==> src/design/obsd_pkg.sv <==
package obsd_pkg;

	localparam int SAMPLE_W  = 10;
	localparam int BYTES_W   = 8;
	localparam int TICKS_W   = 16;
	localparam int CFG_IDX_W = 2;
	localparam int CFG_W     = 16;

	localparam logic [SAMPLE_W-1:0] THRESHOLD_RST = 10'd512;
	localparam logic [BYTES_W-1:0]  MAX_BYTES_RST = 8'd32;
	localparam logic [TICKS_W-1:0]  TIMEOUT_RST   = 16'd1000;

	localparam logic [2:0] PREAMBLE_ONES = 3'd3;
	localparam logic [2:0] STUFF_RUN     = 3'd5;
	localparam logic [2:0] TOP_BIT       = 3'd7;

	// configuration register indexes
	localparam logic [CFG_IDX_W-1:0] CFG_THRESHOLD = 2'd0;
	localparam logic [CFG_IDX_W-1:0] CFG_MAX_BYTES = 2'd1;
	localparam logic [CFG_IDX_W-1:0] CFG_TIMEOUT   = 2'd2;

	// result status codes
	localparam logic [2:0] ST_BYTE     = 3'd0;
	localparam logic [2:0] ST_FULL     = 3'd1;
	localparam logic [2:0] ST_END_OK   = 3'd2;
	localparam logic [2:0] ST_END_NONE = 3'd3;
	localparam logic [2:0] ST_TIMEOUT  = 3'd4;

	typedef enum logic [2:0] {
		PH_HUNT_ONES = 3'd0,
		PH_HUNT_ZERO = 3'd1,
		PH_DATA      = 3'd2,
		PH_STUFF     = 3'd3,
		PH_SKIP      = 3'd4
	} phase_t;

	typedef struct packed {
		logic [BYTES_W-1:0] max_bytes;
		logic [TICKS_W-1:0] timeout_ticks;
	} cfg_t;

	typedef struct packed {
		logic [7:0] data_byte;
		logic       byte_valid;
		logic       last;
		logic [2:0] status;
	} result_t;

endpackage

==> src/design/optical_bit_stuffing_deframer_unit.sv <==
// Optical bit-stuffing deframer: one 10-bit light sample per beat is sliced against
// threshold, the hunt looks for three ones and a zero start bit, then bytes are packed
// MSB first with five-ones stuffing (stuffed zero held two periods). Each input beat
// yields zero or one result beat (byte, packet end or timeout status). A sample is
// registered on acceptance; the deframer state then advances and any result is written
// to the output register once that register is not held stalled. One sample is taken
// every cycle; the input stalls only while a result sits stalled at the output.
// Configuration registers may be written only while the block is idle.
module optical_bit_stuffing_deframer_unit (
	input  logic                            clk,
	input  logic                            arst_n,
	input  logic                            cfg_we,
	input  logic [obsd_pkg::CFG_IDX_W-1:0]  cfg_index,
	input  logic [obsd_pkg::CFG_W-1:0]      cfg_data,
	input  logic                            in_valid,
	output logic                            in_stall,
	input  logic [obsd_pkg::SAMPLE_W-1:0]   sample,
	output logic                            out_valid,
	input  logic                            out_stall,
	output logic [7:0]                      data_byte,
	output logic                            byte_valid,
	output logic                            last,
	output logic [2:0]                      status
);
	import obsd_pkg::*;

	logic [SAMPLE_W-1:0] threshold_q;
	logic [BYTES_W-1:0]  max_bytes_q;
	logic [TICKS_W-1:0]  timeout_q;

	logic                valid_s1;
	logic [SAMPLE_W-1:0] sample_s1;
	logic                accept;
	logic                go;
	logic                one_bit;
	logic                res_valid;
	cfg_t                cfg;
	result_t             res;
	result_t             out_res;

	always_ff @(posedge clk or negedge arst_n) begin
		if (!arst_n) begin
			threshold_q <= THRESHOLD_RST;
			max_bytes_q <= MAX_BYTES_RST;
			timeout_q   <= TIMEOUT_RST;
		end else if (cfg_we) begin
			unique case (cfg_index)
				CFG_THRESHOLD: threshold_q <= cfg_data[SAMPLE_W-1:0];
				CFG_MAX_BYTES: max_bytes_q <= cfg_data[BYTES_W-1:0];
				CFG_TIMEOUT:   timeout_q   <= cfg_data[TICKS_W-1:0];
				default:       threshold_q <= threshold_q;
			endcase
		end
	end

	// the sample moves on unless a result is waiting in a stalled output register
	assign in_stall = valid_s1 && out_valid && out_stall;
	assign accept   = in_valid && !in_stall;
	assign go       = valid_s1 && !(out_valid && out_stall);

	always_ff @(posedge clk or negedge arst_n) begin
		if (!arst_n) begin
			valid_s1 <= 1'b0;
		end else if (accept) begin
			valid_s1 <= 1'b1;
		end else if (go) begin
			valid_s1 <= 1'b0;
		end
	end

	always_ff @(posedge clk) begin
		if (accept) begin
			sample_s1 <= sample;
		end
	end

	assign one_bit           = sample_s1 > threshold_q;
	assign cfg.max_bytes     = max_bytes_q;
	assign cfg.timeout_ticks = timeout_q;

	obsd_core u_core (
		.clk       (clk),
		.arst_n    (arst_n),
		.go        (go),
		.one_bit   (one_bit),
		.cfg       (cfg),
		.res_valid (res_valid),
		.res       (res)
	);

	obsd_out_reg u_out (
		.clk       (clk),
		.arst_n    (arst_n),
		.load      (go && res_valid),
		.res       (res),
		.out_stall (out_stall),
		.out_valid (out_valid),
		.out_res   (out_res)
	);

	assign data_byte  = out_res.data_byte;
	assign byte_valid = out_res.byte_valid;
	assign last       = out_res.last;
	assign status     = out_res.status;

	a_stall_needs_result: assert property (@(posedge clk) disable iff (!arst_n)
		in_stall |-> (valid_s1 && out_valid))
		else $error("input stalled without a pending result");

	a_timeout_beat: assert property (@(posedge clk) disable iff (!arst_n)
		(out_valid && status == ST_TIMEOUT) |-> (!byte_valid && last && data_byte == 8'd0))
		else $error("timeout beat carries data");

	a_byte_beat: assert property (@(posedge clk) disable iff (!arst_n)
		(out_valid && status == ST_BYTE) |-> (byte_valid && !last))
		else $error("plain byte beat marked last or empty");

	a_result_held: assert property (@(posedge clk) disable iff (!arst_n)
		(valid_s1 && out_valid && out_stall) |=> valid_s1)
		else $error("sample lost while output stalled");

endmodule

==> src/design/obsd_core.sv <==
module obsd_core (
	input  logic           clk,
	input  logic           arst_n,
	input  logic           go,
	input  logic           one_bit,
	input  obsd_pkg::cfg_t cfg,
	output logic           res_valid,
	output obsd_pkg::result_t res
);
	import obsd_pkg::*;

	phase_t               phase_q, phase_d;
	logic [2:0]           run_count_q, run_count_d;
	logic [2:0]           bit_index_q, bit_index_d;
	logic [7:0]           byte_shift_q, byte_shift_d;
	logic [BYTES_W-1:0]   bytes_done_q, bytes_done_d;
	logic [TICKS_W-1:0]   hunt_ticks_q, hunt_ticks_d;

	logic [2:0]           run_inc;
	logic [TICKS_W-1:0]   ticks_inc;
	logic [BYTES_W-1:0]   bytes_inc;
	logic [7:0]           bit_mask;
	logic [7:0]           shift_set;
	logic [7:0]           adv_byte;
	logic                 timed_out;
	logic                 full;
	logic                 do_adv;
	logic                 byte_end;

	assign run_inc   = run_count_q + 3'd1;
	assign ticks_inc = hunt_ticks_q + 16'd1;
	assign bytes_inc = bytes_done_q + 8'd1;
	assign timed_out = ticks_inc >= cfg.timeout_ticks;
	assign full      = bytes_inc >= cfg.max_bytes;
	assign bit_mask  = 8'd1 << bit_index_q;
	assign shift_set = one_bit ? (byte_shift_q | bit_mask) : (byte_shift_q & ~bit_mask);
	assign adv_byte  = (phase_q == PH_DATA) ? shift_set : byte_shift_q;
	assign byte_end  = bit_index_q == 3'd0;

	// the fifth one of a run waits for the stuff check before the bit position moves
	always_comb begin
		do_adv = 1'b0;
		if (phase_q == PH_DATA) begin
			do_adv = !(one_bit && run_inc >= STUFF_RUN);
		end else if (phase_q == PH_STUFF) begin
			do_adv = !one_bit;
		end
	end

	// next state
	always_comb begin
		phase_d      = phase_q;
		run_count_d  = run_count_q;
		bit_index_d  = bit_index_q;
		byte_shift_d = byte_shift_q;
		bytes_done_d = bytes_done_q;
		hunt_ticks_d = hunt_ticks_q;
		unique case (phase_q)
			PH_HUNT_ONES, PH_HUNT_ZERO: begin
				hunt_ticks_d = ticks_inc;
				if (phase_q == PH_HUNT_ONES) begin
					if (one_bit) begin
						run_count_d = run_inc;
						if (run_inc >= PREAMBLE_ONES) begin
							run_count_d = 3'd0;
							phase_d     = PH_HUNT_ZERO;
						end
					end else begin
						run_count_d = 3'd0;
					end
				end
				if (phase_q == PH_HUNT_ZERO && !one_bit) begin
					phase_d      = PH_DATA;
					run_count_d  = 3'd0;
					bit_index_d  = TOP_BIT;
					byte_shift_d = 8'd0;
					bytes_done_d = '0;
					hunt_ticks_d = '0;
				end else if (timed_out) begin
					phase_d      = PH_HUNT_ONES;
					run_count_d  = 3'd0;
					bit_index_d  = TOP_BIT;
					byte_shift_d = 8'd0;
					bytes_done_d = '0;
					hunt_ticks_d = '0;
				end
			end
			PH_DATA, PH_STUFF: begin
				if (phase_q == PH_DATA) begin
					byte_shift_d = shift_set;
					run_count_d  = one_bit ? run_inc : 3'd0;
					if (!do_adv) begin
						phase_d = PH_STUFF;
					end
				end else if (one_bit) begin
					phase_d      = PH_HUNT_ONES;
					run_count_d  = 3'd0;
					bit_index_d  = TOP_BIT;
					byte_shift_d = 8'd0;
					bytes_done_d = '0;
					hunt_ticks_d = '0;
				end else begin
					run_count_d = 3'd0;
					phase_d     = PH_SKIP;
				end
				if (do_adv) begin
					if (!byte_end) begin
						bit_index_d = bit_index_q - 3'd1;
					end else if (full) begin
						phase_d      = PH_HUNT_ONES;
						run_count_d  = 3'd0;
						bit_index_d  = TOP_BIT;
						byte_shift_d = 8'd0;
						bytes_done_d = '0;
						hunt_ticks_d = '0;
					end else begin
						bytes_done_d = bytes_inc;
						byte_shift_d = 8'd0;
						bit_index_d  = TOP_BIT;
					end
				end
			end
			default: begin
				phase_d = PH_DATA;
			end
		endcase
	end

	// result of this sample
	always_comb begin
		res_valid      = 1'b0;
		res.data_byte  = 8'd0;
		res.byte_valid = 1'b0;
		res.last       = 1'b0;
		res.status     = ST_BYTE;
		unique case (phase_q)
			PH_HUNT_ONES, PH_HUNT_ZERO: begin
				if (!(phase_q == PH_HUNT_ZERO && !one_bit) && timed_out) begin
					res_valid  = 1'b1;
					res.last   = 1'b1;
					res.status = ST_TIMEOUT;
				end
			end
			PH_DATA, PH_STUFF: begin
				if (phase_q == PH_STUFF && one_bit) begin
					res_valid      = 1'b1;
					res.data_byte  = byte_shift_q;
					res.byte_valid = 1'b1;
					res.last       = 1'b1;
					res.status     = (bytes_done_q != '0) ? ST_END_OK : ST_END_NONE;
				end else if (do_adv && byte_end) begin
					res_valid      = 1'b1;
					res.data_byte  = adv_byte;
					res.byte_valid = 1'b1;
					res.last       = full;
					res.status     = full ? ST_FULL : ST_BYTE;
				end
			end
			default: begin
				res_valid = 1'b0;
			end
		endcase
	end

	always_ff @(posedge clk or negedge arst_n) begin
		if (!arst_n) begin
			phase_q      <= PH_HUNT_ONES;
			run_count_q  <= 3'd0;
			bit_index_q  <= TOP_BIT;
			byte_shift_q <= 8'd0;
			bytes_done_q <= '0;
			hunt_ticks_q <= '0;
		end else if (go) begin
			phase_q      <= phase_d;
			run_count_q  <= run_count_d;
			bit_index_q  <= bit_index_d;
			byte_shift_q <= byte_shift_d;
			bytes_done_q <= bytes_done_d;
			hunt_ticks_q <= hunt_ticks_d;
		end
	end

endmodule

==> src/design/obsd_out_reg.sv <==
module obsd_out_reg (
	input  logic              clk,
	input  logic              arst_n,
	input  logic              load,
	input  obsd_pkg::result_t res,
	input  logic              out_stall,
	output logic              out_valid,
	output obsd_pkg::result_t out_res
);
	import obsd_pkg::*;

	logic    valid_q;
	result_t res_q;

	always_ff @(posedge clk or negedge arst_n) begin
		if (!arst_n) begin
			valid_q <= 1'b0;
		end else if (load) begin
			valid_q <= 1'b1;
		end else if (!out_stall) begin
			valid_q <= 1'b0;
		end
	end

	always_ff @(posedge clk) begin
		if (load) begin
			res_q <= res;
		end
	end

	assign out_valid = valid_q;
	assign out_res   = res_q;

endmodule
==> config.mk <==
export PLATFORM = sky130hd
export DESIGN_NAME = optical_bit_stuffing_deframer_unit
export DESIGN_NICKNAME = d
export VERILOG_FILES = /design/src/design/obsd_pkg.sv /design/src/design/optical_bit_stuffing_deframer_unit.sv /design/src/design/obsd_core.sv /design/src/design/obsd_out_reg.sv
export SDC_FILE = /design/constraint.sdc
export NUM_CORES = 1
export LEC_CHECK = 0
export CELL_PAD_IN_SITES_DETAIL_PLACEMENT = 0
export CELL_PAD_IN_SITES_GLOBAL_PLACEMENT = 1
export CORE_MARGIN = 5
export CORE_UTILIZATION = 32
export CTS_CLUSTER_SIZE = 30
export DETAILED_ROUTE_END_ITERATION = 10
export DONT_BUFFER_PORTS = 1
export HOLD_SLACK_MARGIN = 0.15
export PLACE_DENSITY = 0.61
export SLEW_MARGIN = 5
export SYNTH_ARGS = -nofsm -noshare
export SYNTH_HDL_FRONTEND = slang
export SYNTH_SLANG_ARGS = --single-unit
==> constraint.sdc <==
create_clock -name clk -period 7.3 [get_ports clk]
set_clock_uncertainty 0.15 [all_clocks]
set_input_delay 0 -clock clk [delete_from_list [all_inputs] [get_ports clk]]
set_output_delay 0 -clock clk [all_outputs]
set_load 0.02 [all_outputs]
# Word-level counts from Yosys, hierarchy flattened

Index checks and enable logic that the tools add are counted.

Bits in registers: 100
Latch bits: 0
Bits in writable memories: 0
Bits in read-only memories: 0
Input bits: 33
Word-level logic and storage cells: 142
Memories: 0

$add $sub $neg: 4
Multiply operators: 0
Divide/modulo/power cells: 0
$lt $le $gt $ge: 5
Equal/unequal tests: 12
Shift-type cells: 1
Multiplexer cells: 69
Bitwise operators: 3
Reduce and logical (&&, ||, !) cells: 32

Operator list:

| operator                | count |
|---|---|
| $mux W16                | 7 |
| $mux W8                 | 13 |
| $mux W3                 | 27 |
| $pmux W16 S2            | 1 |
| $pmux W8 S2             | 2 |
| $mux W13                | 2 |
| $pmux W3 S2             | 3 |
| $add A16 B1 Y16 const B | 1 |
| $ge A16 B16 Y1          | 1 |
| $ne A4 B1 Y1 const B    | 3 |
| $logic_and A1 B1 Y1     | 11 |
| $mux W1                 | 11 |
| $gt A10 B10 Y1          | 1 |
| $add A8 B1 Y8 const B   | 1 |
| $and A8 B8 Y8           | 1 |
| $ge A8 B8 Y1            | 1 |
| $not A8 Y8              | 1 |
| $or A8 B8 Y8            | 1 |
| $pmux W4 S2             | 1 |
| $reduce_and A2 Y1       | 4 |
| $reduce_bool A8 Y1      | 1 |
| $shl A1 B3 Y8 const A   | 1 |
| $eq A3 B2 Y1 const B    | 2 |
| $logic_not A3 Y1        | 2 |
| other kinds (19)        | 27 |

# Depth between registers and ports, before layout

Depth after elaboration: 11
Gate-level depth with buffers: 16
Depth with buffers taken out: 13

# Cells and area by module

Synthesis repeated with hierarchy kept, for this count alone.

Cell total of the unflattened synthesis: 547
Area total of the unflattened synthesis: 5791.8 µm²

Modules (own cells, without submodules):

| module                             | instances | cells each | area an instance (µm²) | sequential area each (µm²) |
|---|---|---|---|---|
| obsd_core                          | 1         | 398        | 3459.6                 | 1029.7 |
| optical_bit_stuffing_deframer_unit | 1         | 134        | 1909.3                 | 1186.1 |
| obsd_out_reg                       | 1         | 15         | 422.9                  | 415.4 |

# Worst setup path before layout

No wires, ideal clock.

Path type: reg-to-reg
From: register u_core.hunt_ticks_q[0]
To: register u_out.res_q (netlist bit u_out.out_res[0]), enable pin
Library setup time: 382 ps
Arrival time: 3401 ps
Required time: 6768 ps
Path slack: 3367 ps
Stages on the path, launching flop included: 15
Period minus slack after synthesis: 3933 ps
Cell sequence: dfrtp_1 > ha_1 > and3_1 > and3_1 > clkbuf_1 > and3_1 > and2_1 > or2_2 > ha_1 > o21ai_0 > o21ai_0 > nand2_1 > o21ai_0 > a311oi_1 > nor2_1

Longest elaborated chain between the ends: 6

Ends and longest elaborated chain:

| element                | RTL line                                 | source |
|---|---|---|
| start, declared        | obsd_core.sv:17                          | `logic [TICKS_W-1:0] hunt_ticks_q, hunt_ticks_d;` |
| start signal, assigned | obsd_core.sv:179                         | `hunt_ticks_q <= hunt_ticks_d;` |
| $add A16 B1 Y16        | obsd_core.sv:31                          | `assign ticks_inc = hunt_ticks_q + 16'd1;` |
| $ge A16 B16 Y1         | obsd_core.sv:33                          | `assign timed_out = ticks_inc >= cfg.timeout_ticks;` |
| $logic_and A1 B1 Y1    | obsd_core.sv:138                         | `if (!(phase_q == PH_HUNT_ZERO && !one_bit) && timed_out) begin` |
| $mux W1                | obsd_core.sv:138                         |  |
| $pmux W1 S2            | obsd_core.sv:136                         | `unique case (phase_q)` |
| $logic_and A1 B1 Y1    | optical_bit_stuffing_deframer_unit.sv:94 | `.load (go && res_valid),` |
| named net u_out.load   | obsd_out_reg.sv:4                        | `input logic load,` |
| end signal, assigned   | obsd_out_reg.sv:27                       | `res_q <= res;` |
| end, declared          | obsd_out_reg.sv:13                       | `result_t res_q;` |

The timed path passes the listed nets, and every way through them passes these cells.
A chain may end at the register's enable or synchronous reset.

# Worst setup path after layout

Same ends and word-level chain as after synthesis.

==> impl_metrics.ini <==
[worst_setup_path]
rr_startpoint = u_core.hunt_ticks_q[0]
path_depth = 13
arrival_ns = 4.50
regToRegSetupSlack_ns = 2.62
cpMaxStageDelayCell = nor2_1
critical_path_class = flip-flop to flip-flop
endpoint_kind = flip-flop
cp_cell_sequence = ha_1 > and3_1 > and3_1 > and3_1 > and2_1 > or2_2 > ha_1 > o21ai_0 > o21ai_0 > nand2_1 > o21ai_0 > a311oi_1 > nor2_1
cp_max_fo = 13
slowest_delay_ns = 0.81
cp_top_family = simple AND/OR/NAND/NOR gates
worstReg2RegEnd = u_out.out_res[0]
r2r_cells = 13
cp-start-kind = flip-flop
cp.buffers_inverters = 0
crit_path_end = u_out.out_res[0]
crit_start = u_core.hunt_ticks_q[0]
worst-endpoint-required_ns = 7.12

[timing]
grt_setup_unrepaired = false
finalSetupViolCount = 0
setup_ws_ns = 2.62
fin_crit_sh_pct = 64.0
hold_viol = 0
holdWs_ns = 0.173
setup_tns_ns = 0
drv_slew = 0
slew_headroom_pct = 23.9
fmax_mhz = 214
period_minus_slack_ns = 4.68
tightest_slew_ns = 1.14

[global_route]
grt_pass1_vias = 4673
use_met1_pct = 19.2
antenna_found_initial = 0
grt_pass1_wl_mm = 24.3
gr-usage-all-layers_pct = 15.0
gr-usage-met3_pct = 3.17
grt_start_max_net_pins = 67
use_met2_pct = 25.1
grt-busiest-layer = met2
grt-ovfl-total = 0

[drt]
ant_nets = 0
routedWlPerCell_um = 17.0
viasPerCell = 5.18
via_count = 4403
dr.pass1.iters = 4
drt-initial-drc-count = 241
routed_wl_mm = 14.5
drc = 0

[synthesis]
synth-edff-count = 23
mappedNetlistArea_um2 = 5750
yosysSeqAreaShare_pct = 45.8
yosysWarnings = 0
synthesis.nets = 633
yosysUniqueCellTypes = 65
syn_area_per_cell_um2 = 10.4
dominantRegCellSynth = dfrtp_1
synth_top_area_share_pct = 28.7
async_flop_share_pct = 77.0
ys_top_cells_by_area = dfrtp_1 29%, edfxtp_1 12%, ha_1 9.8%
netlist_instances = 555
yosysTopAreaCell = dfrtp_1
ys_ff_latch = 100

[die]
die_h_um = 144
die_x_um = 144
initial_core_util_pct = 32.2
dieArea_um2 = 20800
fp-row-count = 49
core_area_um2 = 17800
io_pins = 48

[power]
p_int_uw = 1180
leakagePower_uw = 0.00296
swShare_pct = 38.5
p_switching_uw = 740
p_per_area_nw_per_um2 = 278
vdd_drop_max_v = 0.000182
combPwrFrac_pct = 35.3
seq_power_share_pct = 40.8
power.share.clock_pct = 23.9

[clock_tree]
cts_sinks = 100
root_buffer = clkbuf_16
hold_buffers = 63
htreeDepth = 3
post_cts_buffers = 0
cts_tree = built
cts_resized = 0
cts_inserted_buffers = 9
clkSlewWorstSetupHoldPaths_ns = 0.07
clockBufferDepth = 2
insertion_delay_ns = 0.36

[placed_design]
gp_congestion = 0.814
dp_hpwl_mm = 10.1
dpl_worst_slack_ns = 2.61
place_area_um2 = 5980
port_buffers = 0

[job]
maxCapViolations = 0

[cells_and_area]
n_fill_cell = 1758
fin_util_pct = 38.8
areaGrowthSynthToFinish_pct = 20.3
num_antenna_cells = 0
drive_above_1_share_pct = 13.5
final_area_um2 = 6920
fin_nets = 694

[run_status]
outcome = finished clean

[hold_path]
hp-class = primary input to flip-flop
[routing by layer]
metal	vias up	wire, um	share of wire (%)
met5	-	0	0
met4	0	251	1.7
met3	17	523	3.6
met2	84	6940	48
met1	2157	6770	47
li1	2145	-	-
[worst reg2reg max path, cell delays in order (launching register included)]
cell	delay (ns)
dfrtp_1	0.44
ha_1	0.25
and3_1	0.17
and3_1	0.24
and3_1	0.23
and2_1	0.18
or2_2	0.27
ha_1	0.29
o21ai_0	0.08
o21ai_0	0.19
nand2_1	0.13
o21ai_0	0.60
a311oi_1	0.27
nor2_1	0.81
[state kept, by name, indices dropped and copies added (netlist names)]
register / count
valid_s1: 1
u_core.byte_shift_q: 8
u_core.bytes_done_q: 8
threshold_q: 10
sample_s1: 10
u_out.out_res: 13
max_bytes_q: 8
u_core.phase_q: 3
timeout_q: 16
u_out.out_valid: 1
u_core.run_count_q: 3
u_core.hunt_ticks_q: 16
u_core.bit_index_q: 3
[final cells by class]
class / instances / area [um^2] / share of cell area, %
Tap cell: 229 / 287 / 4.14
Timing Repair Buffer: 65 / 681 / 9.84
Clock inverter: 7 / 52.6 / 0.759
Clock buffer: 9 / 225 / 3.25
Multi-Input combinational cell: 380 / 2820 / 40.7
Inverter: 60 / 225 / 3.25
Sequential cell: 100 / 2630 / 38.0
[cell families after synthesis]
group	synth area share [%]
simple gates	13.9
mux	5.98
xor+xnor	1.98
buf+inv	5.31
compound gates	17.3
fa+ha+maj	9.79
flops	45.8
[cells in the mapped netlist, drive strengths merged (5+ instances only)]
| cell | count |
|---|---|
| dfrtp | 66 |
| xnor2 | 11 |
| and3 | 8 |
| clkbuf | 5 |
| a2111oi | 8 |
| dfstp | 11 |
| mux2 | 27 |
| and4 | 6 |
| o22ai | 6 |
| inv | 60 |
| nand2 | 41 |
| edfxtp | 23 |
| nor2b | 7 |
| a211oi | 8 |
| or2 | 9 |
| nor2 | 30 |
| nand3 | 17 |
| nand2b | 6 |
| nor3 | 13 |
| nand4 | 7 |
| o21ai | 43 |
| a31oi | 5 |
| a21oi | 19 |
| o211ai | 8 |
| a32o | 9 |
| buf | 10 |
| ha | 45 |
[power groups by stage]
stage,logic (uW),registers [uW],clock network [uW]
final,678,783,460
after global routing,774,798,494
after CTS,682,783,474
after detailed placement,630,794,0
after global placement,618,790,0
after floorplan,504,760,0
[cells in the final DEF (no fill, tap or decap), drive strengths merged, types with 3 or more instances in the layout]
| cell type | count |
|---|---|
| dfrtp | 66 |
| dlygate4sd3 | 61 |
| inv | 61 |
| ha | 45 |
| o21ai | 43 |
| nand2 | 41 |
| nor2 | 30 |
| mux2 | 27 |
| edfxtp | 23 |
| a21oi | 19 |
| nand3 | 17 |
| nor3 | 13 |
| xnor2 | 11 |
| dfstp | 11 |
| or2 | 9 |
| a32o | 9 |
| clkbuf | 9 |
| and3 | 8 |
| o211ai | 8 |
| a211oi | 8 |
| a2111oi | 8 |
| nor2b | 7 |
| nand4 | 7 |
| and4 | 6 |
| nand2b | 6 |
| o22ai | 6 |
| a31oi | 5 |
| and2 | 4 |
| o221ai | 4 |
| mux2i | 4 |
| clkinv | 4 |
| buf | 4 |
| nor3b | 3 |
[worst min path at each step]
| stage | from | endpoint | slack [ns] | depth (start not counted) |
|---|---|---|---|---|
| 2_1_floorplan | arst_n | max_bytes_q[0] | -0.45 | 0 |
| 3_3_place_gp | arst_n | timeout_q[2] | -0.44 | 0 |
| 3_5_place_dp | arst_n | timeout_q[1] | -0.44 | 0 |
| 4_1_cts | cfg_data[10] | timeout_q[10] | 0.17 | 2 |
| 5_1_grt | cfg_data[15] | timeout_q[15] | 0.16 | 2 |
| 6_report | cfg_data[11] | timeout_q[11] | 0.17 | 2 |
[metrics by stage]
step / power (uW) / instances
after global routing: 2070 / 850
after detailed placement: 1420 / 771
after CTS: 1940 / 850
after global placement: 1410 / 771
after floorplan: 1260 / 555
final: 1920 / 850
(Power assumes the default switching activity.)
